**config.mk**
```make
export PLATFORM = sky130hd
export DESIGN_NAME = flap_tlv_login_parser_core
export DESIGN_NICKNAME = d
export VERILOG_FILES = /design/src/rtl/ftlp_pkg.sv /design/src/rtl/ftlp_step.sv /design/src/rtl/ftlp_outq.sv /design/src/rtl/flap_tlv_login_parser_core.sv
export SDC_FILE = /design/constraint.sdc
export NUM_CORES = 1
export LEC_CHECK = 0
export ABC_AREA = 1
export BUFFER_PORTS_ARGS = -buffer_cell sky130_fd_sc_hd__buf_2
export CAP_MARGIN = 10
export CELL_PAD_IN_SITES_DETAIL_PLACEMENT = 1
export CELL_PAD_IN_SITES_GLOBAL_PLACEMENT = 1
export CORE_MARGIN = 8
export CORE_UTILIZATION = 50
export DETAILED_ROUTE_END_ITERATION = 10
export GPL_ROUTABILITY_DRIVEN = 0
export PLACE_DENSITY = 0.94
export SYNTH_ARGS = -nofsm -noshare
export SYNTH_HDL_FRONTEND = slang
export SYNTH_HIERARCHICAL = 1
export SYNTH_SLANG_ARGS = --single-unit
```
**constraint.sdc**
```tcl
create_clock -name aclk -period 32.7 [get_ports aclk]
set_input_delay 3.27 -clock aclk [delete_from_list [all_inputs] [get_ports aclk]]
set_output_delay 3.27 -clock aclk [all_outputs]
set_load 0.01 [all_outputs]
```
**src/rtl/ftlp_pkg.sv**
```systemverilog
// Package with types and constants for the login-frame parser.
package ftlp_pkg;

    typedef enum logic [5:0] {
        PH_HDR  = 6'b000001,
        PH_VER  = 6'b000010,
        PH_FNAC = 6'b000100,
        PH_TLVH = 6'b001000,
        PH_VAL  = 6'b010000,
        PH_SKIP = 6'b100000
    } phase_t;

    localparam logic [2:0] EV_CHAR   = 3'd0;
    localparam logic [2:0] EV_ACCEPT = 3'd1;
    localparam logic [2:0] EV_REJECT = 3'd2;
    localparam logic [2:0] EV_VER    = 3'd3;
    localparam logic [2:0] EV_BAIL   = 3'd4;
    localparam logic [2:0] EV_DONE   = 3'd5;

    localparam logic [7:0]  START_MARK = 8'h2a;
    localparam logic [15:0] FAM_LOGIN  = 16'h0017;
    localparam logic [15:0] SUB_LOGIN  = 16'h0006;
    localparam logic [15:0] TLV_USER   = 16'h0001;
    localparam logic [15:0] TLV_VER    = 16'h0003;
    localparam logic [15:0] TLV_MAJOR  = 16'h0017;
    localparam logic [15:0] TLV_MINOR  = 16'h0018;
    localparam logic [15:0] TLV_LESSER = 16'h0019;

    typedef struct packed {
        logic [2:0]  ev;
        logic [7:0]  ch;
        logic [15:0] a;
        logic [15:0] b;
        logic [15:0] c;
    } res_t;

    typedef struct packed {
        logic [2:0] cnt;
        res_t       r0;
        res_t       r1;
        res_t       r2;
        res_t       r3;
    } res_set_t;

    function automatic logic name_char(input logic [7:0] c);
        return (c >= 8'h30 && c <= 8'h39) || (c >= 8'h41 && c <= 8'h5a) ||
               (c >= 8'h61 && c <= 8'h7a) || c == 8'h2e || c == 8'h40 ||
               c == 8'h2d || c == 8'h5f;
    endfunction

endpackage

```
**src/rtl/ftlp_step.sv**
```systemverilog
// Parser state and per-byte next-state and result logic.
module ftlp_step import ftlp_pkg::*; #(
    parameter int USER_MAX = 255
) (
    input  logic       aclk,
    input  logic       aresetn,
    input  logic       step,
    input  logic [7:0] data_byte,
    input  logic       first_of_segment,
    input  logic [15:0] segment_length,
    input  logic       from_initiator,
    output res_set_t   res
);
    phase_t      phase_reg, phase_next;
    logic [15:0] seg_reg, seg_next, frame_reg, frame_next, field_reg, field_next;
    logic [3:0]  pos_reg, pos_next;
    logic [2:0]  chan_reg, chan_next;
    logic [31:0] shift_reg, shift_next;
    logic [15:0] type_reg, type_next;
    logic        login_reg, login_next, uval_reg, uval_next, sawv_reg, sawv_next;
    logic [7:0]  ucnt_reg, ucnt_next;
    logic [15:0] maj_reg, maj_next, min_reg, min_next, les_reg, les_next;

    always_comb begin
        phase_t      ph;
        logic [15:0] seg, fl, tl;
        logic [31:0] sh;
        logic [15:0] part;
        logic        bail, fdone, tdone;
        res_t        e [4];
        logic [2:0]  n;
        ph = phase_reg; seg = seg_reg; fl = frame_reg; tl = 16'd0; sh = 32'd0;
        part = 16'd0;
        phase_next = phase_reg; seg_next = seg_reg; frame_next = frame_reg;
        field_next = field_reg; pos_next = pos_reg; chan_next = chan_reg;
        shift_next = shift_reg; type_next = type_reg; login_next = login_reg;
        uval_next = uval_reg; sawv_next = sawv_reg; ucnt_next = ucnt_reg;
        maj_next = maj_reg; min_next = min_reg; les_next = les_reg;
        bail = 1'b0; fdone = 1'b0; tdone = 1'b0; n = 3'd0;
        for (int i = 0; i < 4; i++) e[i] = '0;
        if (first_of_segment) begin
            ph = from_initiator ? PH_HDR : PH_SKIP;
            seg = (segment_length == 16'd0) ? 16'd1 : segment_length;
            fl = 16'd0; field_next = 16'd0; pos_next = 4'd0; chan_next = 3'd0;
            shift_next = 32'd0; type_next = 16'd0; login_next = 1'b0;
            uval_next = 1'b0; ucnt_next = 8'd0; sawv_next = 1'b0;
            maj_next = 16'd0; min_next = 16'd0; les_next = 16'd0;
        end
        phase_next = ph;
        if (seg != 16'd0) begin
            seg = seg - 16'd1;
            frame_next = fl;
            if (ph != PH_HDR && ph != PH_SKIP && fl != 16'd0) frame_next = fl - 16'd1;
            case (ph)
                PH_HDR: begin
                    if (pos_next == 4'd0) begin
                        if (data_byte != START_MARK) bail = 1'b1;
                        else pos_next = 4'd1;
                    end else if (pos_next == 4'd1) begin
                        if (data_byte < 8'd1 || data_byte > 8'd5) bail = 1'b1;
                        else begin
                            chan_next = data_byte[2:0];
                            shift_next = 32'd0;
                            pos_next = 4'd2;
                        end
                    end else begin
                        sh = {shift_next[23:0], data_byte};
                        shift_next = sh;
                        pos_next = pos_next + 4'd1;
                        if (pos_next >= 4'd6) begin
                            if (sh[15:0] > seg) bail = 1'b1;
                            else begin
                                frame_next = sh[15:0];
                                pos_next = 4'd0; shift_next = 32'd0;
                                sawv_next = 1'b0; login_next = 1'b0;
                                maj_next = 16'd0; min_next = 16'd0; les_next = 16'd0;
                                if (chan_next == 3'd1) begin
                                    if (sh[15:0] < 16'd4) bail = 1'b1;
                                    else phase_next = PH_VER;
                                end else if (chan_next == 3'd2) begin
                                    if (sh[15:0] < 16'd10) bail = 1'b1;
                                    else phase_next = PH_FNAC;
                                end else begin
                                    phase_next = PH_TLVH;
                                    if (sh[15:0] == 16'd0) fdone = 1'b1;
                                end
                            end
                        end
                    end
                end
                PH_VER: begin
                    if (data_byte != ((pos_reg == 4'd3) ? 8'd1 : 8'd0)) bail = 1'b1;
                    else begin
                        pos_next = pos_reg + 4'd1;
                        if (pos_next >= 4'd4) begin
                            phase_next = PH_TLVH; pos_next = 4'd0; shift_next = 32'd0;
                            if (frame_next == 16'd0) fdone = 1'b1;
                        end
                    end
                end
                PH_FNAC: begin
                    if (pos_reg < 4'd4) shift_next = {shift_reg[23:0], data_byte};
                    pos_next = pos_reg + 4'd1;
                    if (pos_next == 4'd4)
                        login_next = (shift_next[31:16] == FAM_LOGIN) &&
                                     (shift_next[15:0] == SUB_LOGIN);
                    if (pos_next >= 4'd10) begin
                        phase_next = PH_TLVH; pos_next = 4'd0; shift_next = 32'd0;
                        if (frame_next == 16'd0) fdone = 1'b1;
                    end
                end
                PH_TLVH: begin
                    sh = {shift_reg[23:0], data_byte};
                    shift_next = sh;
                    pos_next = pos_reg + 4'd1;
                    if (pos_next >= 4'd4) begin
                        type_next = sh[31:16];
                        field_next = sh[15:0];
                        if (sh[15:0] > frame_next) bail = 1'b1;
                        else begin
                            uval_next = 1'b1; ucnt_next = 8'd0;
                            if (sh[31:16] == TLV_VER || sh[31:16] == TLV_MAJOR ||
                                sh[31:16] == TLV_MINOR || sh[31:16] == TLV_LESSER)
                                sawv_next = 1'b1;
                            if (sh[31:16] == TLV_MAJOR) maj_next = 16'd0;
                            if (sh[31:16] == TLV_MINOR) min_next = 16'd0;
                            if (sh[31:16] == TLV_LESSER) les_next = 16'd0;
                            pos_next = 4'd0;
                            phase_next = PH_VAL;
                            if (sh[15:0] == 16'd0) tdone = 1'b1;
                        end
                    end else if (frame_next == 16'd0) bail = 1'b1;
                end
                PH_VAL: begin
                    part = (pos_reg == 4'd0) ? {data_byte, 8'd0} : {8'd0, data_byte};
                    tl = (field_reg != 16'd0) ? field_reg - 16'd1 : 16'd0;
                    field_next = tl;
                    if (type_reg == TLV_USER && login_reg) begin
                        if (!name_char(data_byte)) uval_next = 1'b0;
                        else if (uval_reg && ucnt_reg < 8'(USER_MAX)) begin
                            e[n[1:0]] = '{ev: EV_CHAR, ch: data_byte, default: '0};
                            n = n + 3'd1;
                            ucnt_next = ucnt_reg + 8'd1;
                        end
                    end
                    if (pos_reg < 4'd2) begin
                        if (type_reg == TLV_MAJOR) maj_next = maj_reg | part;
                        if (type_reg == TLV_MINOR) min_next = min_reg | part;
                        if (type_reg == TLV_LESSER) les_next = les_reg | part;
                        pos_next = pos_reg + 4'd1;
                    end
                    if (tl == 16'd0) tdone = 1'b1;
                end
                default: ;
            endcase
            if (bail) begin
                e[n[1:0]] = '{ev: EV_BAIL, default: '0}; n = n + 3'd1;
                phase_next = PH_SKIP;
            end
            if (tdone) begin
                if (type_next == TLV_USER && login_next) begin
                    e[n[1:0]] = '{ev: (uval_next ? EV_ACCEPT : EV_REJECT), default: '0};
                    n = n + 3'd1;
                end
                phase_next = PH_TLVH; pos_next = 4'd0; shift_next = 32'd0;
                if (frame_next == 16'd0) fdone = 1'b1;
            end
            if (fdone) begin
                if (sawv_next) begin
                    e[n[1:0]] = '{ev: EV_VER, ch: 8'd0, a: maj_next, b: min_next,
                                  c: les_next};
                    n = n + 3'd1;
                end
                phase_next = PH_HDR; pos_next = 4'd0; shift_next = 32'd0;
                sawv_next = 1'b0; login_next = 1'b0;
                maj_next = 16'd0; min_next = 16'd0; les_next = 16'd0;
            end
            if (seg == 16'd0 && phase_next != PH_SKIP) begin
                if (phase_next == PH_HDR && pos_next == 4'd0)
                    e[n[1:0]] = '{ev: EV_DONE, default: '0};
                else
                    e[n[1:0]] = '{ev: EV_BAIL, default: '0};
                n = n + 3'd1;
                phase_next = PH_SKIP;
            end
        end
        seg_next = seg;
        res = '{cnt: n, r0: e[0], r1: e[1], r2: e[2], r3: e[3]};
    end

    always_ff @(posedge aclk) begin
        if (!aresetn) begin
            phase_reg <= PH_HDR; seg_reg <= '0; frame_reg <= '0; field_reg <= '0;
            pos_reg <= '0; chan_reg <= '0; shift_reg <= '0; type_reg <= '0;
            login_reg <= 1'b0; uval_reg <= 1'b0; ucnt_reg <= '0; sawv_reg <= 1'b0;
            maj_reg <= '0; min_reg <= '0; les_reg <= '0;
        end else if (step) begin
            phase_reg <= phase_next; seg_reg <= seg_next; frame_reg <= frame_next;
            field_reg <= field_next; pos_reg <= pos_next; chan_reg <= chan_next;
            shift_reg <= shift_next; type_reg <= type_next; login_reg <= login_next;
            uval_reg <= uval_next; ucnt_reg <= ucnt_next; sawv_reg <= sawv_next;
            maj_reg <= maj_next; min_reg <= min_next; les_reg <= les_next;
        end
    end
endmodule

```
**src/rtl/ftlp_outq.sv**
```systemverilog
// Result register holding up to four results of one byte, drained one a cycle while m_ready is high.
module ftlp_outq import ftlp_pkg::*; (
    input  logic     aclk,
    input  logic     aresetn,
    input  logic     load,
    input  res_set_t res,
    output logic     will_free,
    input  logic     m_ready,
    output logic     m_valid,
    output res_t     head,
    output logic     m_last
);
    res_t       q_reg [4];
    logic [2:0] cnt_reg, idx_reg;

    assign m_valid   = cnt_reg != idx_reg;
    assign head      = q_reg[idx_reg[1:0]];
    assign m_last    = (idx_reg + 3'd1) == cnt_reg;
    assign will_free = !m_valid || (m_ready && m_last);

    always_ff @(posedge aclk) begin
        if (!aresetn) begin
            cnt_reg <= '0;
            idx_reg <= '0;
        end else if (load) begin
            cnt_reg <= res.cnt;
            idx_reg <= '0;
        end else if (m_valid && m_ready) begin
            idx_reg <= idx_reg + 3'd1;
        end
    end

    always_ff @(posedge aclk) begin
        if (load) begin
            q_reg[0] <= res.r0;
            q_reg[1] <= res.r1;
            q_reg[2] <= res.r2;
            q_reg[3] <= res.r3;
        end
    end
endmodule

```
**src/rtl/flap_tlv_login_parser_core.sv**
```systemverilog
// Top level of the login-frame parser.
// Results of a byte are registered and appear in the cycle after it is accepted.
// Throughput: one byte per cycle while m_ready is high and each byte gives at most one
// result; a byte with more results stalls the input while the result register drains.
// Reset: synchronous active-low aresetn; parser waits for a frame header,
// no segment open, result register empty.
module flap_tlv_login_parser_core import ftlp_pkg::*; #(
    parameter int USER_MAX = 255
) (
    input  logic        aclk,
    input  logic        aresetn,
    input  logic        s_valid,
    output logic        s_ready,
    input  logic [7:0]  s_data_byte,
    input  logic        s_first_of_segment,
    input  logic [15:0] s_segment_length,
    input  logic        s_from_initiator,
    output logic        m_valid,
    input  logic        m_ready,
    output logic [2:0]  m_event_res,
    output logic [7:0]  m_user_char,
    output logic [15:0] m_ver_major,
    output logic [15:0] m_ver_minor,
    output logic [15:0] m_ver_lesser,
    output logic        m_last
);
    res_set_t res;
    res_t     head;
    logic     will_free, step;

    assign s_ready = will_free;
    assign step    = s_valid && s_ready;

    ftlp_step #(.USER_MAX(USER_MAX)) u_step (
        .aclk, .aresetn, .step,
        .data_byte(s_data_byte), .first_of_segment(s_first_of_segment),
        .segment_length(s_segment_length), .from_initiator(s_from_initiator),
        .res
    );

    ftlp_outq u_outq (
        .aclk, .aresetn, .load(step && res.cnt != 3'd0), .res,
        .will_free, .m_ready, .m_valid, .head, .m_last
    );

    assign m_event_res  = head.ev;
    assign m_user_char  = head.ch;
    assign m_ver_major  = head.a;
    assign m_ver_minor  = head.b;
    assign m_ver_lesser = head.c;
endmodule

```
### Yosys cells after proc, flatten, opt, wreduce, memory -nomap -nowiden

Memory sizes are Yosys's and may differ from the RTL's. A register that Yosys moved wholly into a read port is not among the register bits.
Cells that the tools add are included.

| operators by class | value |
|---|---|
| magnitude comparators | 26 |
| equality and inequality tests | 33 |
| bitwise logic cells | 17 |
| $add $sub $neg | 11 |
| multiplexer cells | 248 |
| reduce and logical (&&, ||, !) cells | 47 |

Operators by type and width:

| cell | count |
|---|---|
| $mux 236 | 11 |
| $mux 16 | 61 |
| $mux 32 | 15 |
| $bwmux 236 | 2 |
| $demux 59 s2 | 4 |
| $mux 59 | 8 |
| $and 232x232->232 | 2 |
| $not 232->232 | 2 |
| $and 228x228->228 | 1 |
| $not 228->228 | 1 |
| $pmux 16 s3 | 3 |
| $pmux 32 s4 | 1 |
| $mux 6 | 21 |
| $eq 16x5->1 const B | 7 |
| $logic_not 16->1 | 7 |
| $mux 4 | 17 |
| $mux 1 | 64 |
| $mux 3 | 20 |
| $mux 56 | 1 |
| $mux 8 | 7 |
| $or 16x16->16 | 3 |
| $reduce_bool 16->1 | 3 |
| $sub 16x1->16 const B | 3 |
| $eq 16x1->1 const B | 2 |
| 57 further kinds | 116 |

| word-level totals | value |
|---|---|
| logic and storage cells | 400 |
| bits of input ports | 30 |
| bits in writable memories | 236 |
| register bits | 174 |
| memories | 1 |
| output and inout bits | 62 |

Memory list:

| memory | depth | bits a word | rd ports | clocked after Yosys merged registers in | write ports | RTL line | source |
|---|---|---|---|---|---|---|---|
| u_outq.q_reg | 4 | 59 | 1 | 1 | 4 | ftlp_outq.sv:13 | `res_t q_reg [4];` |

### Depth between registers and ports, before layout

Gate-level depths: netlist of the first run.

| logic depth | value |
|---|---|
| depth after elaboration | 33 |
| gate-level depth with buffers | 50 |
| mapped depth without buffers | 45 |

### Cells and area by module

The synthesis of the first run kept the hierarchy.

By module, submodules not included:

| module | area an instance (um^2) | cells each | times used | sequential area each (um^2) |
|---|---|---|---|---|
| ftlp_step | 17,458.0 | 3,099 | 1 | 3,363.2 |
| ftlp_outq | 9,101.2 | 624 | 1 | 7,247.0 |
| flap_tlv_login_parser_core | 23.8 | 5 | 1 | 0.0 |

### Least setup slack after synthesis of the first run

No wires, ideal clock.

| timing path | value |
|---|---|
| path kind | input-to-reg |
| start | input port s_first_of_segment |
| end | register u_outq.cnt_reg[0] |
| required time | 32.557 ns |
| setup slack | 15.520 ns |
| data arrival time | 17.037 ns |
| stages | 42 |
| path buffers | 4 |
| setup time | 0.143 ns |
| path through | inv_2 -> buf_2 -> buf_6 -> buf_2 -> a22oi_1 -> inv_1 -> ha_1 -> inv_1 -> nor3_2 -> nand2_1 -> nor2_1 -> and3_1 -> nand2_1 -> nor4_1 -> nand2_1 -> nand2_1 -> inv_1 -> ha_1 -> (+6 left out) -> nand3_1 -> nand2_1 -> a21oi_1 -> nand2_2 -> ha_1 -> nand4_1 -> nand2_1 -> inv_1 -> ha_1 -> o21a_1 -> ha_1 -> o21ai_0 -> a21oi_1 -> nor2_1 -> a21oi_2 -> inv_1 -> o21ai_0 -> a21oi_1 |

RTL lines:

| what | RTL line | source |
|---|---|---|
| start: declaration | flap_tlv_login_parser_core.sv:15 | `input logic s_first_of_segment,` |
| end signal: assignment | ftlp_outq.sv:26 | `cnt_reg <= res.cnt;` |
| end: declaration | ftlp_outq.sv:14 | `logic [2:0] cnt_reg, idx_reg;` |

==> impl_metrics.ini, run 1 <==
[clock_tree]
cts_max_level = 2
clockRootBuffer = clkbuf_16
clockBufferDepth = 3
cts.sink_count = 412
post-cts-setup-buffers = 0
tritoncts = built
clk_latency_ns = 0.60
postCtsHoldBufs = 0
cts_made_buffers = 46
path_clk_slew_ns = 0.06
cts_resized = 0

[route]
wirelength_um = 105000
detail_route.vias_per_cell = 6.37
ant_nets = 0
vias = 28000
first_pass_iters = 6
drt_iter0_markers = 3005
drc_errors = 0
wire_per_inst_um = 23.7

[setup_path]
crit_fanout = 184
critPathLaunchType = input port
slowest_stage = inv_2
critPathKind = in -> reg
r2r-start = u_step/seg_reg[0]
critPathMaxStageDelay_ns = 0.91
cp.arrival_ns = 14.35
r2r-end = u_outq/cnt_reg[0]
endpoint_kind = register
cp-startpoint = s_first_of_segment
r2r_cells = 40
rrSetupSlack_ns = 22.91
crit_top_cell = nand2_1
worstPathRequired_ns = 33.16

[synthesis]
synth_compound_area_share_pct = 20.1
post_synth.cell_area_avg_um2 = 7.13
synth-simple-area-share_pct = 26.3
synth_edf_count = 236
synth_top_family_by_area = simple AND/OR/NAND/NOR gates
yosysTopAreaCellShare_pct = 26.7
ys_types = 60
async_reset_ff_share_pct = 0
yosysSeqAreaShare_pct = 39.9
netlist_area_mm2 = 0.0266
ys_seq_elements = 412
ys_warn_count = 6
synth_area_leaders = edfxtp_1, dfxtp_1, nand2_1
synthXorXnorAreaFrac_pct = 1.15
synth.area.mux_share_pct = 0.0753
synthDominantAreaCellType = edfxtp_1
synth-main-ff-cell = edfxtp_1
syn_inst = 3728
synth_fa_ha_area_share_pct = 2.64

[place]
placed_cells = 4318
hpwl_um = 65800
place_ws_ns = 18.76
placed_cell_area_mm2 = 0.0271
placement.io_buffers = 91

[global_route]
grt_max_degree = 185
antenna_found_initial = 1
grt_overflow = 0
grt_usage_pct = 33.3
grt_pass1_wl_um = 163000
first_global_vias = 28800

[cells_and_area]
largest_reg_flops = 236
drive_above_1_share_pct = 8.21
instances_no_fill = 4404
layout_commonest_cell = nand2_1
area_growth_pct = 7.88
final_cell_mix = nand2_1, nor2_1, o21ai_0
final_nets = 3764
final_util_pct = 54.6
finalInstanceArea_mm2 = 0.0287

[timing]
final-setup-viol-count = 0
worst_pin_slew_ns = 1.22
drv_slew = 0
fmaxAchievable_ghz = 0.0720
clock_skew_ns = 0.0216
fin_tns_setup_ns = 0
fin_crit_sh_pct = 42.5
setup_ws_ns = 18.81
finalHoldViolCount = 0
slew-limit-headroom_pct = 19.0
hold_slack_ns = 0.463
rsz0062_at_grt = false
fin_crit_ns = 13.89

[worst_hold_path]
min_from = u_step/field_reg[1]
hold-path-cell-count = 2
whs_endpoint = u_step/field_reg[1]
hold_path_class = reg -> reg

[floorplan]
die_h_um = 247
fp-row-count = 84
num_io_pins = 92
die_w_um = 247
dieArea_mm2 = 0.0608
initial_core_util_pct = 50.6
core_area_mm2 = 0.0526

[power_and_ir_drop]
p_total_mw = 2.57
p_leak_nw = 11.2
p_per_area_mw_per_mm2 = 89.8
ir_worst_vdd_mv = 0.0600

[outcome]
status = finished, final reports clean

[flow_run]
drv_cap = 0
-- power breakdown --
group / switching (mW) / internal, mW / leakage [nW] / total (mW)
logic: 0.889 / 0.349 / 6.78 / 1.24
registers: 0.0928 / 0.682 / 3.66 / 0.774
clock network: 0.236 / 0.325 / 0.777 / 0.561
total: 1.22 / 1.36 / 11.2 / 2.57
-- area by class of cell --
cell class / count / area (um2)
diodes: 1 / 2.50
clock buffers: 57 / 1230
clock inverters: 28 / 354
fillers: 6793 / 23900
inverters: 374 / 1410
multi-input cells: 2721 / 13500
flip-flops and latches: 412 / 10600
well taps: 688 / 861
repair buffers: 123 / 708
-- routing by layer --
layer | wire (um) | track usage [%] | share of wire (%) | vias to the layer above
met5 | 0 | 0 | 0 | -
met3 | 8960 | 5.36 | 8.6 | 447
li1 | - | - | - | 12500
met4 | 6480 | 19.0 | 6.2 | 0
met2 | 49100 | 56.2 | 47 | 1559
met1 | 39900 | 40.0 | 38 | 13500
-- how the worst max path moves through the flow --
stage                        endpoint  slack [ns]
floorplan           u_outq/cnt_reg[0]       15.52
global placement    u_outq/cnt_reg[0]       19.44
detailed placement  u_outq/cnt_reg[0]       18.76
CTS                 u_outq/cnt_reg[0]       19.12
global route        u_outq/cnt_reg[0]       18.24
finish              u_outq/cnt_reg[0]       18.81
-- worst max-delay path, delay by kind of cell --
kind	cells	cell delay [ns]
buffers and inverters	12	4.62
AO/OA/AOI/OAI	6	1.23
adder cells (fa/ha/maj)	2	0.45
AND/OR/NAND/NOR	22	4.54
-- cell usage after synthesis (all sizes together) (5+ instances only) --
| cell type | number |
|---|---|
| xnor2 | 9 |
| clkbuf | 135 |
| ha | 56 |
| o22ai | 83 |
| a31oi | 75 |
| o21ai | 475 |
| nor3 | 47 |
| nand4 | 53 |
| a22oi | 10 |
| nand2 | 753 |
| o311ai | 5 |
| nand3b | 7 |
| buf | 110 |
| inv | 372 |
| xor2 | 25 |
| o221ai | 16 |
| o31ai | 6 |
| a21oi | 168 |
| edfxtp | 236 |
| o211ai | 60 |
| nor2 | 633 |
| o221a | 9 |
| nand3 | 140 |
| dfxtp | 176 |
| a221oi | 20 |
| nor4 | 21 |
-- cells by family (layout without fill, tap and decap cells) --
logic type | after synthesis | in the layout
mux | 2 | 2
fa+ha+maj | 56 | 56
other cells | 1 | 26
flops | 412 | 412
buf+inv | 619 | 582
xor+xnor | 34 | 34
simple gates | 1665 | 1665
compound gates | 939 | 939
(Power assumes the default switching activity.)
==> inputs of run 2 (changes only) <==
--- a/config.mk
+++ b/config.mk
@@ -11,10 +11,10 @@
 export CELL_PAD_IN_SITES_DETAIL_PLACEMENT = 1
 export CELL_PAD_IN_SITES_GLOBAL_PLACEMENT = 1
 export CORE_MARGIN = 8
-export CORE_UTILIZATION = 50
+export CORE_UTILIZATION = 42
 export DETAILED_ROUTE_END_ITERATION = 10
 export GPL_ROUTABILITY_DRIVEN = 0
-export PLACE_DENSITY = 0.94
+export PLACE_DENSITY = 0.85
 export SYNTH_ARGS = -nofsm -noshare
 export SYNTH_HDL_FRONTEND = slang
 export SYNTH_HIERARCHICAL = 1
==> constraint.sdc (replaced) <==
create_clock -name aclk -period 11.7 [get_ports aclk]
set_input_delay 1.17 -clock aclk [delete_from_list [all_inputs] [get_ports aclk]]
set_output_delay 1.17 -clock aclk [all_outputs]
set_load 0.01 [all_outputs]
==> impl_metrics.ini, run 2 (synthesis results as in run 1) <==
[outcome]
status = finished, final reports clean

[cells_and_area]
antenna_cells = 0
seq_area_mm2 = 0.0106
final_cell_mix = nand2_1, nor2_1, o21ai_0
drive_above_1_share_pct = 8.47
largest_reg_flops = 236
layout_commonest_cell = nand2_1
multi_input_area_mm2 = 0.0135
instances_no_fill = 4575
area_growth_pct = 9.11
finalInstanceArea_mm2 = 0.0290
n_fill_cell = 8118
final_nets = 3775

[route]
ant_nets = 0
detail_route.vias_per_cell = 5.93
vias = 27100
wire_per_inst_um = 21.5
drc_errors = 0
first_pass_iters = 5
wirelength_um = 98300
drt_iter0_markers = 2333

[global_route]
met2_usage_pct = 45.8
grt_pass1_wl_um = 155000
gr-usage-met3_pct = 4.11
first_global_vias = 27800
antenna_found_initial = 1
grt_max_degree = 119
grt-busiest-layer = met2
grt_overflow = 0
grt_usage_pct = 26.8
met1_usage_pct = 33.1

[setup_path]
critPathMaxStageDelay_ns = 0.82
critPathLaunchType = input port
r2r_cells = 38
endpoint_kind = register
slowest_stage = a21oi_4
r2r-end = u_outq/q_reg[3][48]
cp.arrival_ns = 10.21
r2r-start = u_step/seg_reg[0]
critPathKind = in -> reg
crit_fanout = 46
worstPathRequired_ns = 11.94
rrSetupSlack_ns = 3.05
crit_top_cell = nand2_1

[timing]
slew-limit-headroom_pct = 28.8
rsz0062_at_grt = false
clock_skew_ns = 0.0416
drv_slew = 0
worst_pin_slew_ns = 1.07
fin_crit_ns = 9.97
fin_tns_setup_ns = 0
final-setup-viol-count = 0
finalHoldViolCount = 0
fmaxAchievable_ghz = 0.100
fin_crit_sh_pct = 85.2
hold_slack_ns = 0.469

[floorplan]
die_h_um = 268
dieArea_mm2 = 0.0716
initial_core_util_pct = 42.3
core_area_mm2 = 0.0629
num_io_pins = 92
fp-row-count = 92
die_w_um = 268

[place]
hpwl_um = 65800
placement.io_buffers = 91
placed_cells = 4485
placed_cell_area_mm2 = 0.0274

[clock_tree]
clockBufferDepth = 3
postCtsHoldBufs = 0
tritoncts = built
clockRootBuffer = clkbuf_16
cts.sink_count = 412
clk_latency_ns = 0.62
post-cts-setup-buffers = 0
cts_resized = 0
cts_max_level = 2
cts_made_buffers = 48
path_clk_slew_ns = 0.06

[power_and_ir_drop]
ir_worst_vdd_mv = 0.137
p_clk_share_pct = 22.0
p_switching_mw = 3.32
p_int_mw = 3.80
pwr-share-comb_pct = 47.9
p_per_area_mw_per_mm2 = 246
swShare_pct = 46.6
p_leak_nw = 11.3
power_frac_seq_pct = 30.1

[worst_hold_path]
hold-path-cell-count = 2
hold_path_class = reg -> reg
whs_endpoint = u_step/seg_reg[6]
min_from = u_step/seg_reg[6]

[flow_run]
drv_cap = 0
## run 2: changes by cell type in the layout (fill, tap and decap cells not counted), moves of 2 or more
cell and delta:
clkinv_1 +2, o21ai_1 +2, clkbuf_16 +3, clkinv_2 -4, buf_4 +8, o21ai_0 -2, clkbuf_1 +6, nand2_1 -2
bufinv_16 -2
## run 2: area by class of cell
type | count | area share, %
clock buffer | 66 | 4.59
inverter | 374 | 4.87
clock inverter | 24 | 0.979
multi-input combinational | 2721 | 46.6
sequential | 412 | 36.6
timing repair buffer | 132 | 2.72
tap | 846 | 3.65
## run 2: metrics by stage
| stage | util, % | worst slack (ns) | total power [mW] |
|---|---|---|---|
| global route | 46.1 | 0.860 | 7.58 |
| detailed placement | 43.6 | 1.20 | 5.50 |
| finish | 46.1 | 1.73 | 7.12 |
| global placement | 43.6 | 1.65 | 5.36 |
| floorplan | - | 0.00564 | 4.44 |
| CTS | 46.1 | 1.83 | 7.10 |
## run 2: power groups by stage
stage | clock [mW] | combinational, mW | sequential, mW
2_1_floorplan | 0 | 2.35 | 2.09
3_3_place_gp | 0 | 3.23 | 2.14
3_5_place_dp | 0 | 3.34 | 2.16
4_1_cts | 1.59 | 3.37 | 2.13
5_1_grt | 1.64 | 3.76 | 2.18
6_report | 1.57 | 3.41 | 2.14
## run 2: how the worst max path moves through the flow
| stage | start | end |
|---|---|---|
| 2_1_floorplan | s_first_of_segment | u_outq/cnt_reg[0] |
| 3_3_place_gp | s_first_of_segment | u_outq/q_reg[3][48] |
| 4_1_cts | s_first_of_segment | u_outq/q_reg[3][48] |
| 6_report | s_first_of_segment | u_outq/q_reg[3][48] |
| 5_1_grt | s_first_of_segment | u_outq/q_reg[1][48] |
| 3_5_place_dp | s_first_of_segment | u_outq/q_reg[1][54] |
## run 2: metal layers
metal,up-vias,routed length [um]
met3,302,6610
met4,2,4840
li1,12500,-
met1,13300,40200
met2,1031,46700
met5,-,13
## run 2: worst max-delay path, delay by kind of cell
kind / cells / cell delay [ns]
adder cells (fa/ha/maj): 3 / 0.63
XOR/XNOR: 1 / 0.13
AO/OA/AOI/OAI: 4 / 1.36
AND/OR/NAND/NOR: 22 / 4.16
buffers and inverters: 10 / 2.72
